### config.mk
export PLATFORM = sky130hd
export DESIGN_NAME = dc1d_controller
export DESIGN_NICKNAME = d
export VERILOG_FILES = /design/src/dc1d_pkg.sv /design/src/dc1d_controller.sv
export SDC_FILE = /design/constraint.sdc
export NUM_CORES = 1
export LEC_CHECK = 0
export ABC_CLOCK_PERIOD_IN_PS = 3000
export BUFFER_PORTS_ARGS = -buffer_cell sky130_fd_sc_hd__buf_2
export CORE_UTILIZATION = 40
export CTS_CLUSTER_SIZE = 12
export DETAILED_ROUTE_END_ITERATION = 16
export PLACE_DENSITY_LB_ADDON = 0.12
export REMOVE_ABC_BUFFERS = 1
export SYNTH_ARGS = -nofsm -noshare
export SYNTH_HDL_FRONTEND = slang
export SYNTH_SLANG_ARGS = --single-unit
### constraint.sdc
create_clock -name clk -period 3 [get_ports clk]
set_input_delay 0.45 -clock clk [delete_from_list [all_inputs] [get_ports clk]]
set_output_delay 0.45 -clock clk [all_outputs]
set_load 0.01 [all_outputs]
### src/dc1d_pkg.sv
// Shared types and constants for the 1-D density clustering core.
// Item structs, register indexes, controller states and the control/status links.
// Depends on nothing.
`default_nettype none

package dc1d_pkg;

  // Function codes of an input item
  localparam logic FUNC_LOAD  = 1'b0;
  localparam logic FUNC_QUERY = 1'b1;

  // Configuration register indexes
  localparam int CFG_INDEX_WIDTH = 2;
  localparam logic [CFG_INDEX_WIDTH-1:0] CFG_EPS         = 2'd0;
  localparam logic [CFG_INDEX_WIDTH-1:0] CFG_CORE_SIZE   = 2'd1;
  localparam logic [CFG_INDEX_WIDTH-1:0] CFG_SORT_ENABLE = 2'd2;

  localparam logic [31:0] EPS_RESET         = 32'd0;
  localparam logic [10:0] CORE_SIZE_RESET   = 11'd2;
  localparam logic        SORT_ENABLE_RESET = 1'b1;

  // Label of a point that belongs to no cluster
  localparam int NOISE = 0;

  typedef struct packed {
    logic               func;
    logic signed [31:0] point_value;
    logic               last_point;
    logic [9:0]         query_index;
  } in_item_t;

  typedef struct packed {
    logic [10:0] label;
    logic [10:0] point_count;
    logic        overflowed;
  } out_item_t;

  typedef enum logic [4:0] {
    S_IDLE, S_QUERY, S_START,
    S_SORT_SEG, S_SORT_RD, S_SORT_WR,
    S_UP_RD, S_UP_EV, S_LO_RD, S_LO_EV,
    S_CLR, S_SCAN_RD, S_SCAN_EV,
    S_GR_RD, S_GR_EV, S_GL_RD, S_GL_EV,
    S_RO_RD, S_RO_WR, S_DONE
  } state_t;

  typedef enum logic [4:0] {
    OP_IDLE, OP_LOAD, OP_QUERY, OP_EMIT_QUERY, OP_START,
    OP_SORT_SEG, OP_SORT_RD, OP_SORT_WR,
    OP_UP_RD, OP_UP_EV, OP_LO_RD, OP_LO_EV,
    OP_CLR, OP_SCAN_RD, OP_SCAN_EV,
    OP_GR_RD, OP_GR_EV, OP_GL_RD, OP_GL_EV,
    OP_RO_RD, OP_RO_WR, OP_EMIT_DONE
  } op_t;

  typedef struct packed {
    op_t op;
  } cmd_t;

  typedef struct packed {
    logic sort_go;    // sorting enabled and more than one point held
    logic sort_last;  // the merge pass now running is the final one
    logic k_end;      // sweep index reached the point count
    logic k_last;     // sweep index at the last point
    logic k_zero;     // sweep index at the first point
    logic up_step;    // upper scan pointer may advance
    logic lo_step;    // lower scan pointer may retreat
    logic visited;    // sorted label read back is already assigned
    logic core;       // point read back is a core point
    logic gr_go;      // right expansion continues
    logic gl_go;      // left expansion continues
    logic out_busy;   // output register holds an item not yet taken
  } status_t;

endpackage

`default_nettype wire

### src/dc1d_controller.sv
// Controller state machine of the 1-D density clustering core.
// Sequences load, query, merge sort, neighborhood scans, labeling and reorder.
// Depends on dc1d_pkg.
`default_nettype none

module dc1d_controller import dc1d_pkg::*; (
  input  wire logic    clk,
  input  wire logic    rst,
  input  wire logic    in_valid,
  input  wire logic    func,
  input  wire logic    last_point,
  input  wire status_t status,
  output logic         in_ready,
  output cmd_t         cmd
);

  state_t state;
  state_t state_next;

  always_ff @(posedge clk) begin
    if (rst) begin
      state <= S_IDLE;
    end else begin
      state <= state_next;
    end
  end

  always_comb begin
    state_next = state;
    cmd.op     = OP_IDLE;
    in_ready   = 1'b0;
    unique case (state)
      S_IDLE: begin
        in_ready = 1'b1;
        if (in_valid) begin
          if (func == FUNC_QUERY) begin
            cmd.op     = OP_QUERY;
            state_next = S_QUERY;
          end else begin
            cmd.op     = OP_LOAD;
            state_next = last_point ? S_START : S_IDLE;
          end
        end
      end
      S_QUERY: begin
        if (!status.out_busy) begin
          cmd.op     = OP_EMIT_QUERY;
          state_next = S_IDLE;
        end
      end
      S_START: begin
        cmd.op     = OP_START;
        state_next = status.sort_go ? S_SORT_SEG : S_UP_RD;
      end
      S_SORT_SEG: begin
        cmd.op = OP_SORT_SEG;
        if (status.k_end) begin
          state_next = status.sort_last ? S_UP_RD : S_SORT_SEG;
        end else begin
          state_next = S_SORT_RD;
        end
      end
      S_SORT_RD: begin
        cmd.op     = OP_SORT_RD;
        state_next = S_SORT_WR;
      end
      S_SORT_WR: begin
        cmd.op     = OP_SORT_WR;
        state_next = S_SORT_SEG;
      end
      S_UP_RD: begin
        cmd.op     = OP_UP_RD;
        state_next = S_UP_EV;
      end
      S_UP_EV: begin
        cmd.op     = OP_UP_EV;
        state_next = (!status.up_step && status.k_last) ? S_LO_RD : S_UP_RD;
      end
      S_LO_RD: begin
        cmd.op     = OP_LO_RD;
        state_next = S_LO_EV;
      end
      S_LO_EV: begin
        cmd.op     = OP_LO_EV;
        state_next = (!status.lo_step && status.k_zero) ? S_CLR : S_LO_RD;
      end
      S_CLR: begin
        cmd.op     = OP_CLR;
        state_next = status.k_last ? S_SCAN_RD : S_CLR;
      end
      S_SCAN_RD: begin
        cmd.op     = OP_SCAN_RD;
        state_next = status.k_end ? S_RO_RD : S_SCAN_EV;
      end
      S_SCAN_EV: begin
        cmd.op     = OP_SCAN_EV;
        state_next = (status.visited || !status.core) ? S_SCAN_RD : S_GR_RD;
      end
      S_GR_RD: begin
        cmd.op     = OP_GR_RD;
        state_next = status.gr_go ? S_GR_EV : S_GL_RD;
      end
      S_GR_EV: begin
        cmd.op     = OP_GR_EV;
        state_next = S_GR_RD;
      end
      S_GL_RD: begin
        cmd.op     = OP_GL_RD;
        state_next = status.gl_go ? S_GL_EV : S_SCAN_RD;
      end
      S_GL_EV: begin
        cmd.op     = OP_GL_EV;
        state_next = S_GL_RD;
      end
      S_RO_RD: begin
        cmd.op     = OP_RO_RD;
        state_next = status.k_end ? S_DONE : S_RO_WR;
      end
      S_RO_WR: begin
        cmd.op     = OP_RO_WR;
        state_next = S_RO_RD;
      end
      S_DONE: begin
        if (!status.out_busy) begin
          cmd.op     = OP_EMIT_DONE;
          state_next = S_IDLE;
        end
      end
      default: begin
        state_next = S_IDLE;
      end
    endcase
  end

endmodule

`default_nettype wire

# Word-level counts from Yosys, hierarchy flattened
# Index checks and enable logic that the tools add are counted.
[classes]
n_eq_ne = 21
mux = 22
reduce_logical = 9
[op_table]
columns = ["op", "count"]
rows = [
  ["case mux 5 bit (20 select lines)", 1],
  ["case mux 5 bit (19 select lines)", 1],
  ["== test 5 x 4 -> 1 bit, second input constant", 8],
  ["2-to-1 mux 5 bit", 5],
  ["== test 5 x 3 -> 1 bit, second input constant", 4],
  ["== test 5 bit, second input constant", 4],
  ["2-to-1 mux 2 bit", 6],
  ["2-to-1 mux 3 bit", 4],
  ["== test 5 x 2 -> 1 bit, second input constant", 2],
  ["== test 5 x 1 -> 1 bit, second input constant", 1],
  ["zero test 5 bit", 1],
  ["2-to-1 mux 1 bit", 4],
  ["2-to-1 mux 4 bit", 1],
  ["!= test 2 bit, second input constant", 2],
  ["zero test 1 bit", 3],
  ["logical AND 1 bit", 2],
  ["AND reduction 2 bit", 1],
  ["OR reduction 2 bit", 1],
  ["logical OR 1 bit", 1],
]
[word_totals]
input_bits = 17
ff_bits = 5
output_inout_bits = 6
elab_cells = 53

# Longest topological paths before layout
# Gate-level depths: netlist of the first run.
[depth]
ltp_word = 4
ltp_mapped = 6
depth_no_buf = 4

# Worst setup path before layout of the first run
# No wires, ideal clock.
[synth_timing]
path_type = "reg-to-output"
start = "reg state[3]"
end = "out cmd[0] (netlist bit)"
arrival_ns = 1.191
t_required_ns = 2.550
path_slack_ns = 1.359
n_path_buf = 2
stages_incl_launch_ff = 6
path_cell_list = "dfxtp_1 buf_6 buf_2 a2bb2oi_1 o22ai_1 a211o_1"
[synth_rtl]
columns = ["item", "line_no", "text"]
rows = [
  ["start, declared", "dc1d_controller.sv:17", "state_t state;"],
  ["start signal, assigned", "dc1d_controller.sv:24", "state <= state_next;"],
  ["end, declared", "dc1d_controller.sv:14", "output cmd_t cmd"],
]

==> flow_results.org, run 1 <==
** Status
- Run status :: completed

** Synthesis
- Asr flop ratio synth :: 0%
- Synthesis produced 118 cells.
- Most frequent cell after synthesis :: nand2b_1
- Dominant cells by area after synthesis :: dfxtp_1, nand2b_1, nor2_1, a21oi_1, buf_6
- Synth Register Bits :: 5
- Post-synth top area share :: 11.8%
- Combined area of all synthesized cells :: about 850 sq um
- Most used flip-flop cell after synthesis :: dfxtp_1
- The biggest area contributor in the post-synthesis netlist is dfxtp_1.
- Average cell area after synthesis :: 7.18 sq um
- The netlist uses between 40 and 50 different library cells.
- In the synthesized netlist, the cells that appear most often are nand2b_1, nor2_1, a21oi_1, inv_1.
- Yosys synthesis warning count :: 0
- The synthesized design contains 0 enable-type register cells.
- Portion of the post-synthesis area used by sequential elements :: between 10% and 20%

** Critical path
- Arr. time, crit path :: 1.94 ns
- Cells along the critical path :: inv_1 > a2bb2oi_1 > o22ai_1 > a211o_1 > buf_2
- The worst setup path is of the reg -> out kind.
- Counting both buffers and inverters, the worst setup path holds a total of 2.
- CP Launch Type :: flip-flop
- Critical path endpoint category :: output port
- Largest delay contributor family on the critical path :: flip-flops
- For this run, the slowest stage of the critical path takes 0.72 ns.
- CP max stage cell :: dfxtp_1
- Data required time of the worst path :: around 2.6 ns
- Of all nets on the critical path, the largest fanout is 20.

** STA
- Worst Slack Setup Final :: around 0.61 ns
- The clock arrives with 0.0110 ns of skew.
- Of the available clock period, the critical path in the final layout requires 79.8%.
- At the pin with the least slew margin, the transition time is 0.765 ns.
- Fin Setup TNS :: 0 ns
- Minimum clock period after layout :: 2.39 ns
- On the final layout, the worst hold slack is 0.409 ns.
- For this run, the top clock speed supported by timing is 418 MHz.
- Slew headroom :: 48.9%
- The final count of hold timing violations came to 0.
- Setup repair after global routing left no endpoint under its margin.
- Final Setup Violations :: 0
- Slew Viols, Final :: 0

** Finish
- Measured on the finished design, the core utilization comes to around 48%.
- Multi-input combinational cell area :: 646 sq um
- Diode insertion count for antenna repair :: 0
- Summing all flip-flop and latch instances after layout gives between 100 and 150 sq um.
- Fillcell total :: approximately 210
- Relative to the synthesized area, the layout overhead comes to 13.0%.
- The final layout contains 154 nets.
- Registers with the most flip-flops :: state: 5 flops
- The register with the most flip-flops in the layout has 5 of them.
- The post-route netlist has 25.0% of its cells at a drive strength greater than 1.
- Counting flops per register, the top entry is state.

** Floorplanning
- The die covers 2310 sq um.
- Starting Density :: 42.7%
- The initialized floorplan defines 16 standard-cell rows.
- For this design the top-level I/O count stands at 23.
- The die is 48.0 microns wide.
- Die span in y :: 48.0 microns
- The region available for standard cell placement spans 1980 sq um.

** Routing
- The routed layout has around 970 vias.
- Dividing the detail-routed wire length by the instance count gives 14.6 microns.
- Dividing the detail-routed via count by the number of cells gives 5.94.
- The first routing iteration left slightly below 50 violations.
- The first detailed-routing pass ran for 4 iterations.
- Count of nets left with antenna violations after detail routing :: 0
- The final layout contains routed wiring with a total length of around 2400 microns.
- Remaining design rule violation count :: 0

** Flow run
- Maxcap violations :: 0

** Global routing
- Global routing used 22.9% of the available tracks across all layers.
- The first global-routing pass estimated 3700 microns of wire.
- Maximum number of pins on one net before global-route repair :: 24
- The number of antenna violations at the first check in global routing was 0.
- Via count of the first global-routing pass :: 805
- Global routing finished with a remaining overflow of 0.

** Placed design
- Number of buffers added on ports :: 22
- The congestion estimate from routability-driven global placement came to 0.809.
- Detailed placer's ending HPWL :: 1720 microns
- Prior to clock tree synthesis, the placed netlist has a worst setup slack of 0.922 ns.

** Pwr
- Overall power consumption after layout is estimated at 273 uW.
- Of the total power, the share spent switching nets is between 30% and 40%.
- For this design the static power due to leakage is 0.371 nW.
- Net switching power of the design :: 102 uW
- The internal portion of the total power is around 170 uW.
- The clock network burns 30.9% of the power.
- Power spread over the standard cell area amounts to 285 nW/um^2.
- In this run, the combinational gates consume 39.7% of the power.
- The worst-case IR drop observed on VDD is 0.000131 V.
- Of the total power, registers draw 29.4%.

** CTS
- Clock root buffer :: clkbuf_4
- Clock insertion delay at the later pin of the skew report :: 0.26 ns
- TritonCTS built the clock tree.
- The clock net in this run drives a total of 5 sinks.
- Number of H-tree branching levels :: 1
- After clock tree synthesis, the clock-pin slew on the worst setup and hold paths is 0.05 ns.
- After clock tree synthesis, the repair step resized 0 gates.
- Setup Buffers After CTS :: 0
- The clock passes through at most 2 buffers.
- Counting the buffers created by CTS gives 3.
- Quantity of hold-fixing buffers added after cts :: 0

** Hold path
- Classification of the worst-slack hold path :: in -> reg
[final cells by class]
class	instances	area share, %
inverter	7	2.75
timing repair buffer	24	13.1
tap	27	3.53
clock buffer	4	2.75
multi-input combinational	96	67.5
sequential	5	10.5
[cells by family after synthesis]
kind of cell | synth area share, %
flops | 11.8
mux | 2.36
simple gates | 38.1
buf+inv | 12.0
compound gates | 33.7
xor+xnor | 2.07
[stage by stage]
stage	std cells	area [sq um]
floorplan	108	772
global placement	159	931
detailed placement	159	931
CTS	163	957
global route	163	957
finish	163	957
[worst paths after layout]
kind	start	endpoint	slack [ns]	cells past startpoint
setup / recovery	state[4]	cmd[0]	0.61	5
hold / removal	rst	state[3]	0.41	2
setup reg to reg	state[2]	state[0]	1.19	4
hold reg to reg	state[0]	state[0]	0.60	2
[power groups by stage]
stage	clock network, mW	registers [mW]	logic [mW]
floorplan	0	0.0844	0.0623
CTS	0.0852	0.0799	0.108
global route	0.0912	0.0813	0.121
finish	0.0843	0.0801	0.108
global placement	0	0.0815	0.107
detailed placement	0	0.0811	0.107
[placed cells by master, fill, tap and decap left out, types with 4 or more instances in the layout]
master / instances
nand2b_1: 12
o211ai_1: 4
a31oi_1: 5
o21ai_0: 5
a21oi_1: 7
nor2_1: 10
dfxtp_1: 5
inv_1: 6
nand3_1: 4
buf_2: 22
[routing by layer]
| metal | part of all wire (%) | vias up | global-route usage [%] |
|---|---|---|---|
| met4 | 1.6 | 0 | 8.33 |
| met5 | 0 | - | 0 |
| met1 | 48 | 448 | 34.5 |
| li1 | - | 483 | - |
| met3 | 5.2 | 4 | 2.26 |
| met2 | 46 | 34 | 33.0 |
[worst register-to-register path: cells and delay by family, from the launching register on]
kind            cells  cell delay [ns]
simple gates        2             0.67
compound gates      2             0.18
flops               1             0.81
No activity file was read; power rests on OpenSTA's default activity.
==> run 2, diff against run 1 <==
--- a/config.mk
+++ b/config.mk
@@ -5,7 +5,7 @@
 export SDC_FILE = /design/constraint.sdc
 export NUM_CORES = 1
 export LEC_CHECK = 0
-export ABC_CLOCK_PERIOD_IN_PS = 3000
+export ABC_CLOCK_PERIOD_IN_PS = 1900
 export BUFFER_PORTS_ARGS = -buffer_cell sky130_fd_sc_hd__buf_2
 export CORE_UTILIZATION = 40
 export CTS_CLUSTER_SIZE = 12
==> constraint.sdc (replaced) <==
create_clock -name clk -period 1.9 [get_ports clk]
set_input_delay 0.285 -clock clk [delete_from_list [all_inputs] [get_ports clk]]
set_output_delay 0.285 -clock clk [all_outputs]
set_load 0.01 [all_outputs]
==> run 2 against run 1 <==
  * First-iteration DRC count decreased by 18%
  * Worst hold slack got worse by 0.15 ns
  * Non-clock buffer count increased by 6
  * Sequential power increased by 52%
  * Power increased by 58%
  * Highest routed layer is now met3
==> flow_results.org, run 2 (synthesis gave the netlist of run 1 again) <==
** Floorplanning
- Once the floorplan was initialized, standard cells occupied 42.7% of the core.
- The floorplan step defined a die boundary enclosing 2310 sq um.
- The initialized floorplan defines 16 standard-cell rows.
- In this run the standard cell core region covers slightly below 2000 sq um.
- 23 I/O pins were placed.
- In this run the vertical extent of the chip is 48.0 microns.
- In this run the horizontal extent of the chip is 48.0 microns.

** Critical path
- Data required time of the worst path :: 1.62 ns
- STA classifies the critical path startpoint as a flip-flop.
- The critical path in this run is classified as reg -> out.
- Highest fanout seen on the critical path :: 12
- Endpoint of the lowest-slack register-to-register path :: state[2]
- Measured in cells, the most critical reg-to-reg path has a length of 5.
- Data on the critical path arrives at its endpoint at ~1.5 ns.
- Reg2Reg Launch Point :: state[4]
- STA classifies the critical path endpoint as an output port.
- The setup check on the worst reg-to-reg path leaves a slack of 0.38 ns.

** STA
- For the final routed database, the setup TNS stands at 0 ns.
- Minimum clock period after layout :: 1.82 ns
- Actual transition at the worst max-transition pin :: 0.343 ns
- Unrepaired setup endpoints after global routing :: no
- Based on the critical path, the design can be clocked at up to 550 MHz.
- Setup violations remaining at the end of the flow were counted as 0.
- In the finished design, the share of the clock period the worst path needs comes to 95.6%.
- After layout, the worst setup slack is 0.0833 ns.
- Worst clock skew :: 0.00462 ns
- Headroom to the max-slew limit came out at 76.8%.
- The number of pins with negative max-slew slack in the final report was 0.
- The final count of hold timing violations was 0.

** Pwr
- Power spread over the standard cell area amounts to 427 nW/um^2.
- Standby leakage power :: 0.405 nW
- Largest vdd supply drop :: roughly 0.00024 V

** CTS
- Quantity of hold-fixing buffers added after cts :: 0
- In this run the number of H-tree levels came out at 1.
- At the later pin of the worst-skew pair, clock insertion delay measures 0.24 ns.
- Clock root buffer :: clkbuf_4
- Cts repair resizes :: 3
- Deepest clock path buffer count :: 2
- Clock tree synthesis inserted a total of 3 buffers.
- Once the clock tree was built, the setup fixing pass inserted 0 buffers.
- CTS clock-pin slew for the worst setup and hold paths :: 0.05 ns
- Clock tree synthesis found a total of 5 sinks.
- TritonCTS built the clock tree.

** Routing
- In the detailed route, the total length drawn on met2 is 1150 microns.
- The routed layout has 1,010 vias.
- Count of routing violations after the opening detailed-route iteration :: 40
- In the final routed layout, each cell accounts on average for 14.7 microns.
- Total length of routed met3 wires :: 170 microns
- Per-cell via count in the routed design :: 5.98
- For this block, the routed nets add up to about 2500 microns of wire.
- Remaining design rule violation count :: 0
- The first TritonRoute pass finished after 4 iterations.
- Top Metal Used :: met3
- Wire length the detailed router placed on met1 :: 1160 microns
- The count of nets left with antenna violations once routing finished came out at 0.

** Flow run
- Maxcap violations :: 0

** Hold path
- Classification of the worst-slack hold path :: in -> reg
- The worst hold path was traced through 2 stages.
- Hold path startpoint :: rst
- Hold endpoint :: state[3]

** Placed design
- RD Place Congestion :: 0.878
- The wire-length estimate of the detail-placed layout is 1930 microns.
- Minimum setup slack after placement :: 0.202 ns
- During placement, the flow inserted port buffers numbering 22.

** Finish
- Leaving out fill and tap cells, the most frequent cell in the layout is buf_2.
- Counting flops per register, the top entry is state.
- Most used cells in the layout excluding fill and tap cells :: buf_2, nand2b_1, nor2_1
- The largest registers in the layout are state: 5 flops.
- Fillcell total :: 204
- Layout overhead on the synthesized area :: 18.9%
- Diode insertion count for antenna repair :: 0
- In the final layout, the multi-input gates occupy roughly 650 sq um.
- Number of flip-flops under the largest register name :: 5
- The sequential cells in the finished layout cover a total of 105 sq um.
- In the final layout, the share of cells above drive strength 1 is 31.0%.
- The net count of the finished layout is between 150 and 200.

** Global routing
- The number of global-route vias before repair is roughly 840.
- Wire length of the first global-routing pass :: 3800 microns
- Global routing used 23.6% of the available tracks.
- Aggregate global routing overflow :: 0
- The number of antenna violations at the first check in global routing was 0.
- Entering global routing, the biggest net connects 19 pins.

** Status
- The flow ran to the end, and the final reports show no timing, DRC or antenna violations.
## run 2: worst max path at each step
stage / from / to / slack (ns)
detailed placement: state[4] / cmd[0] / 0.20
floorplan: state[1] / cmd[1] / 0.27
global route: state[4] / cmd[0] / 0.02
finish: state[4] / cmd[0] / 0.08
CTS: state[4] / cmd[0] / 0.08
global placement: state[4] / cmd[0] / 0.22
## run 2: critical path, stage by stage, from the launching register on
cell and delay (ns):
dfxtp_2 0.45, or3b_4 0.45, a21oi_1 0.17, a211o_1 0.11, buf_2 0.12
## run 2: power by group
group | total (mW) | internal (mW) | switching, mW | leakage [nW]
logic | 0.183 | 0.0855 | 0.0974 | 0.347
registers | 0.122 | 0.111 | 0.0115 | 0.0425
clock network | 0.125 | 0.0795 | 0.0453 | 0.0150
## run 2: through the flow
step           total power, mW  util, %  instances  area (sq um)  hold WS, ns
2_1_floorplan            0.232        -        108           772        0.354
3_3_place_gp             0.305     49.2        165           976        0.514
3_5_place_dp             0.304     49.2        165           976        0.518
4_1_cts                  0.431     50.8        169          1010        0.252
5_1_grt                  0.462     50.8        169          1010        0.268
6_report                 0.430     50.8        169          1010        0.264
## run 2: final cells by class
class	count	share of cell area (%)
Clock buffer	4	2.61
Inverter	7	2.61
Multi-Input combinational cell	96	64.1
Sequential cell	5	10.4
Tap cell	27	3.35
Timing Repair Buffer	30	16.9
## run 2: layer usage
metal	up-vias	global-route usage, %
met4	0	3.33
met3	0	3.40
met5	-	0
met1	468	34.6
li1	495	-
met2	47	37.0
==> run 3, diff against run 2 <==
--- a/config.mk
+++ b/config.mk
@@ -7,7 +7,7 @@
 export LEC_CHECK = 0
 export ABC_CLOCK_PERIOD_IN_PS = 1900
 export BUFFER_PORTS_ARGS = -buffer_cell sky130_fd_sc_hd__buf_2
-export CORE_UTILIZATION = 40
+export CORE_UTILIZATION = 46
 export CTS_CLUSTER_SIZE = 12
 export DETAILED_ROUTE_END_ITERATION = 16
 export PLACE_DENSITY_LB_ADDON = 0.12
@@ -15,3 +15,4 @@
 export SYNTH_ARGS = -nofsm -noshare
 export SYNTH_HDL_FRONTEND = slang
 export SYNTH_SLANG_ARGS = --single-unit
+export TNS_END_PERCENT = 50
==> run 3 against run 2 <==
  * Non-clock buffer count increased by 3
  * Worst hold slack got worse by 0.0059 ns
  * Clock-buffer cell count unchanged
  * Sequential power about the same
  * Critical path type unchanged
  * Largest cell class unchanged
  * Fmax decreased by 0.18%
==> flow_results.org, run 3 (synthesis gave the netlist of run 1 again) <==
** Global routing
- Across every metal layer, demand over resource in global routing totals 26.4%.
- Via count of the first global-routing pass :: just under 900
- The number of antenna violations at the first check in global routing came to 0.
- Summed over all layers, the global routing overflow is 0.
- Wire length of the first global-routing pass :: 3880 microns
- Entering global routing, the biggest net connects 19 pins.

** Critical path
- CP max stage cell :: dfxtp_1
- In this run the worst path has a maximum fanout of 8.
- The setup path with the least slack is of type reg -> out.
- Reg2Reg Launch Point :: state[1]
- STA classifies the critical path endpoint as an output port.
- Reg2Reg Depth :: 5
- Data required time of the worst path :: 1.62 ns
- Largest delay contributor family on the critical path :: flip-flops
- The setup check on the worst reg-to-reg path leaves a slack of 0.35 ns.
- The number of buffers and inverters on the critical path is 2.
- Cells along the critical path :: buf_4 > nand2b_1 > a21oi_1 > a31o_2 > buf_2
- Endpoint of the lowest-slack register-to-register path :: state[0]
- CP max stage delay :: between 0.4 and 0.5 ns
- Arr. time, crit path :: 1.53 ns
- In this run the number of cells on the critical path is 5.
- CP Launch Type :: flip-flop

** Placed design
- The HPWL after detailed placement is 1870 microns.
- After detailed placement, the total cell area comes to 996 sq um.
- Placed insts :: 166
- Number of buffers added on ports :: 22
- Routability-driven placement finished with a final weighted congestion of 0.960.

** CTS
- In this run the number of H-tree levels came out at 1.
- TritonCTS clock tree :: built
- Number of sinks driven by the clock tree :: 5
- Setup Buffers After CTS :: 0
- The clock passes through at most 2 buffers.
- Number of buffers created by CTS :: 3
- After clock tree synthesis, the flow added hold-fix buffers numbering 0.
- The later pin in the worst-skew pair is clocked with a latency of between 0.2 and 0.25 ns.
- After clock tree synthesis, the clock-pin slew on the worst setup and hold paths is 0.05 ns.
- CTS placed an instance of clkbuf_4 at the clock tree root.

** Floorplanning
- I/O pins :: 23
- The initial utilization of the core area, before any placement, comes to 49.1%.
- The floorplan has 15 rows.
- The floorplan step defined a die boundary enclosing 2020 sq um.
- Standard cell core area :: ~1700 sq um
- Die span in y :: 44.9 microns
- Horiz. Die Dim :: 44.9 microns

** STA
- Dividing the final minimum period by the clock period gives 95.8%.
- Slew headroom :: between 70% and 80%
- Worst clock skew :: 0.00323 ns
- Final hold vios :: 0
- Actual transition at the worst max-transition pin :: 0.416 ns
- Fin Setup TNS :: 0 ns
- Counting I/O delays and the setup requirement, the final critical path takes 1.82 ns.
- Unrepaired setup endpoints after global routing :: no
- For this run, the top clock speed supported by timing is 549 MHz.
- Final Setup Violations :: 0
- Worst hold slack after final layout :: 0.258 ns
- Slew Viols, Final :: 0

** Routing
- Drt total wl :: 2460 microns
- For this block, the initial DRC count from the detailed router was 36.
- Remaining design rule violation count :: 0
- The detail route stage leaves a number of antenna-violating nets equal to 0.
- DR pass1 iterations :: 4
- Per-cell via count in the routed design :: just over 6
- Via total after detailed routing :: 1,026
- In the final routed layout, each cell accounts on average for 14.4 microns.

** Finish
- The register with the most flip-flops in the layout has 5 of them.
- The sequential cells in the finished layout cover a total of 104 sq um.
- Once layout is done, the placed cells without fillers occupy 1030 sq um.
- Fillcell total :: 172
- Leading cell type in the layout, fill and taps excluded :: buf_2
- 0 antenna diodes ended up in the layout.
- Summing all multi-input logic gate instances after layout gives 646 sq um.
- Share of final-layout standard cells stronger than drive strength 1 :: 31.7%
- Register with the most flip-flops :: state
- For this run, the number of standard cells in the final layout without fillers is 170.
- Most used cells in the layout excluding fill and tap cells :: buf_2, nand2b_1, buf_4
- Fin nets :: 163
- From synthesis to final layout, the design area changed by 21.1%.
- Registers with the most flip-flops :: state: 5 flops

** Hold path
- Hold endpoint :: state[3]
- Classification of the worst-slack hold path :: in -> reg
- Hold Path Cell Cnt :: 2
- The worst hold path begins at rst.

** Status
- Run status :: completed

** Pwr
- Pwr dens :: 424 nW/um^2
- Total power for the finished layout comes to ~440 uW.
- For this design the static power due to leakage is 0.420 nW.
- VDD sags by at most 0.000368 V.

** Flow run
- Maxcap violations :: 0
run 3: changes by cell type in the layout (fill, tap and decap cells not counted):
cell,before,now
buf_4,8,11
dfxtp_1,1,2
dfxtp_2,4,3
run 3: worst max path at each step:
stage	startpoint	to	slack, ns
2_1_floorplan	state[1]	cmd[1]	0.27
3_3_place_gp	state[4]	cmd[0]	0.26
3_5_place_dp	state[2]	cmd[1]	0.24
4_1_cts	state[4]	cmd[0]	0.03
5_1_grt	state[1]	cmd[2]	0.004
6_report	state[1]	cmd[2]	0.08
run 3: repair_timing:
action | 4_1_cts | 5_1_grt
setup endpoints to repair | 2 | 3
gates cloned | 0 | 0
resized for setup | 1 | 2
pin swaps | 0 | 0
run 3: cell type report:
type | count | area share [%]
Tap cell | 25 | 3.05
Sequential cell | 5 | 10.1
Timing Repair Buffer | 33 | 18.8
Multi-Input combinational cell | 96 | 62.9
Clock buffer | 4 | 2.56
Inverter | 7 | 2.56
run 3: where the power goes:
part | internal (mW) | switching, mW | leakage, nW | total, mW
registers | 0.111 | 0.00858 | 0.0421 | 0.119
logic | 0.0884 | 0.102 | 0.363 | 0.191
clock network | 0.0795 | 0.0459 | 0.0150 | 0.125
run 3: worst register-to-register path: stages, from the launching register on:
cell      delay [ns]
dfxtp_1         0.47
buf_4           0.23
nand2b_1        0.14
o21ai_0         0.24
a22oi_1         0.10
a311oi_1        0.27
run 3: metrics by stage:
step	setup slack (ns)	util, %
after detailed placement	0.236	57.7
after floorplan	0.269	-
final	0.0802	59.4
after CTS	0.0273	59.3
after global routing	0.00359	59.4
after global placement	0.261	57.7
run 3: layer usage:
layer | GRT usage (%) | vias to the layer above | share of wire (%)
met3 | 4.80 | 3 | 6.3
met2 | 44.4 | 52 | 48
li1 | - | 500 | -
met4 | 6.06 | 0 | 0.73
met5 | 0 | - | 0
met1 | 35.0 | 471 | 45
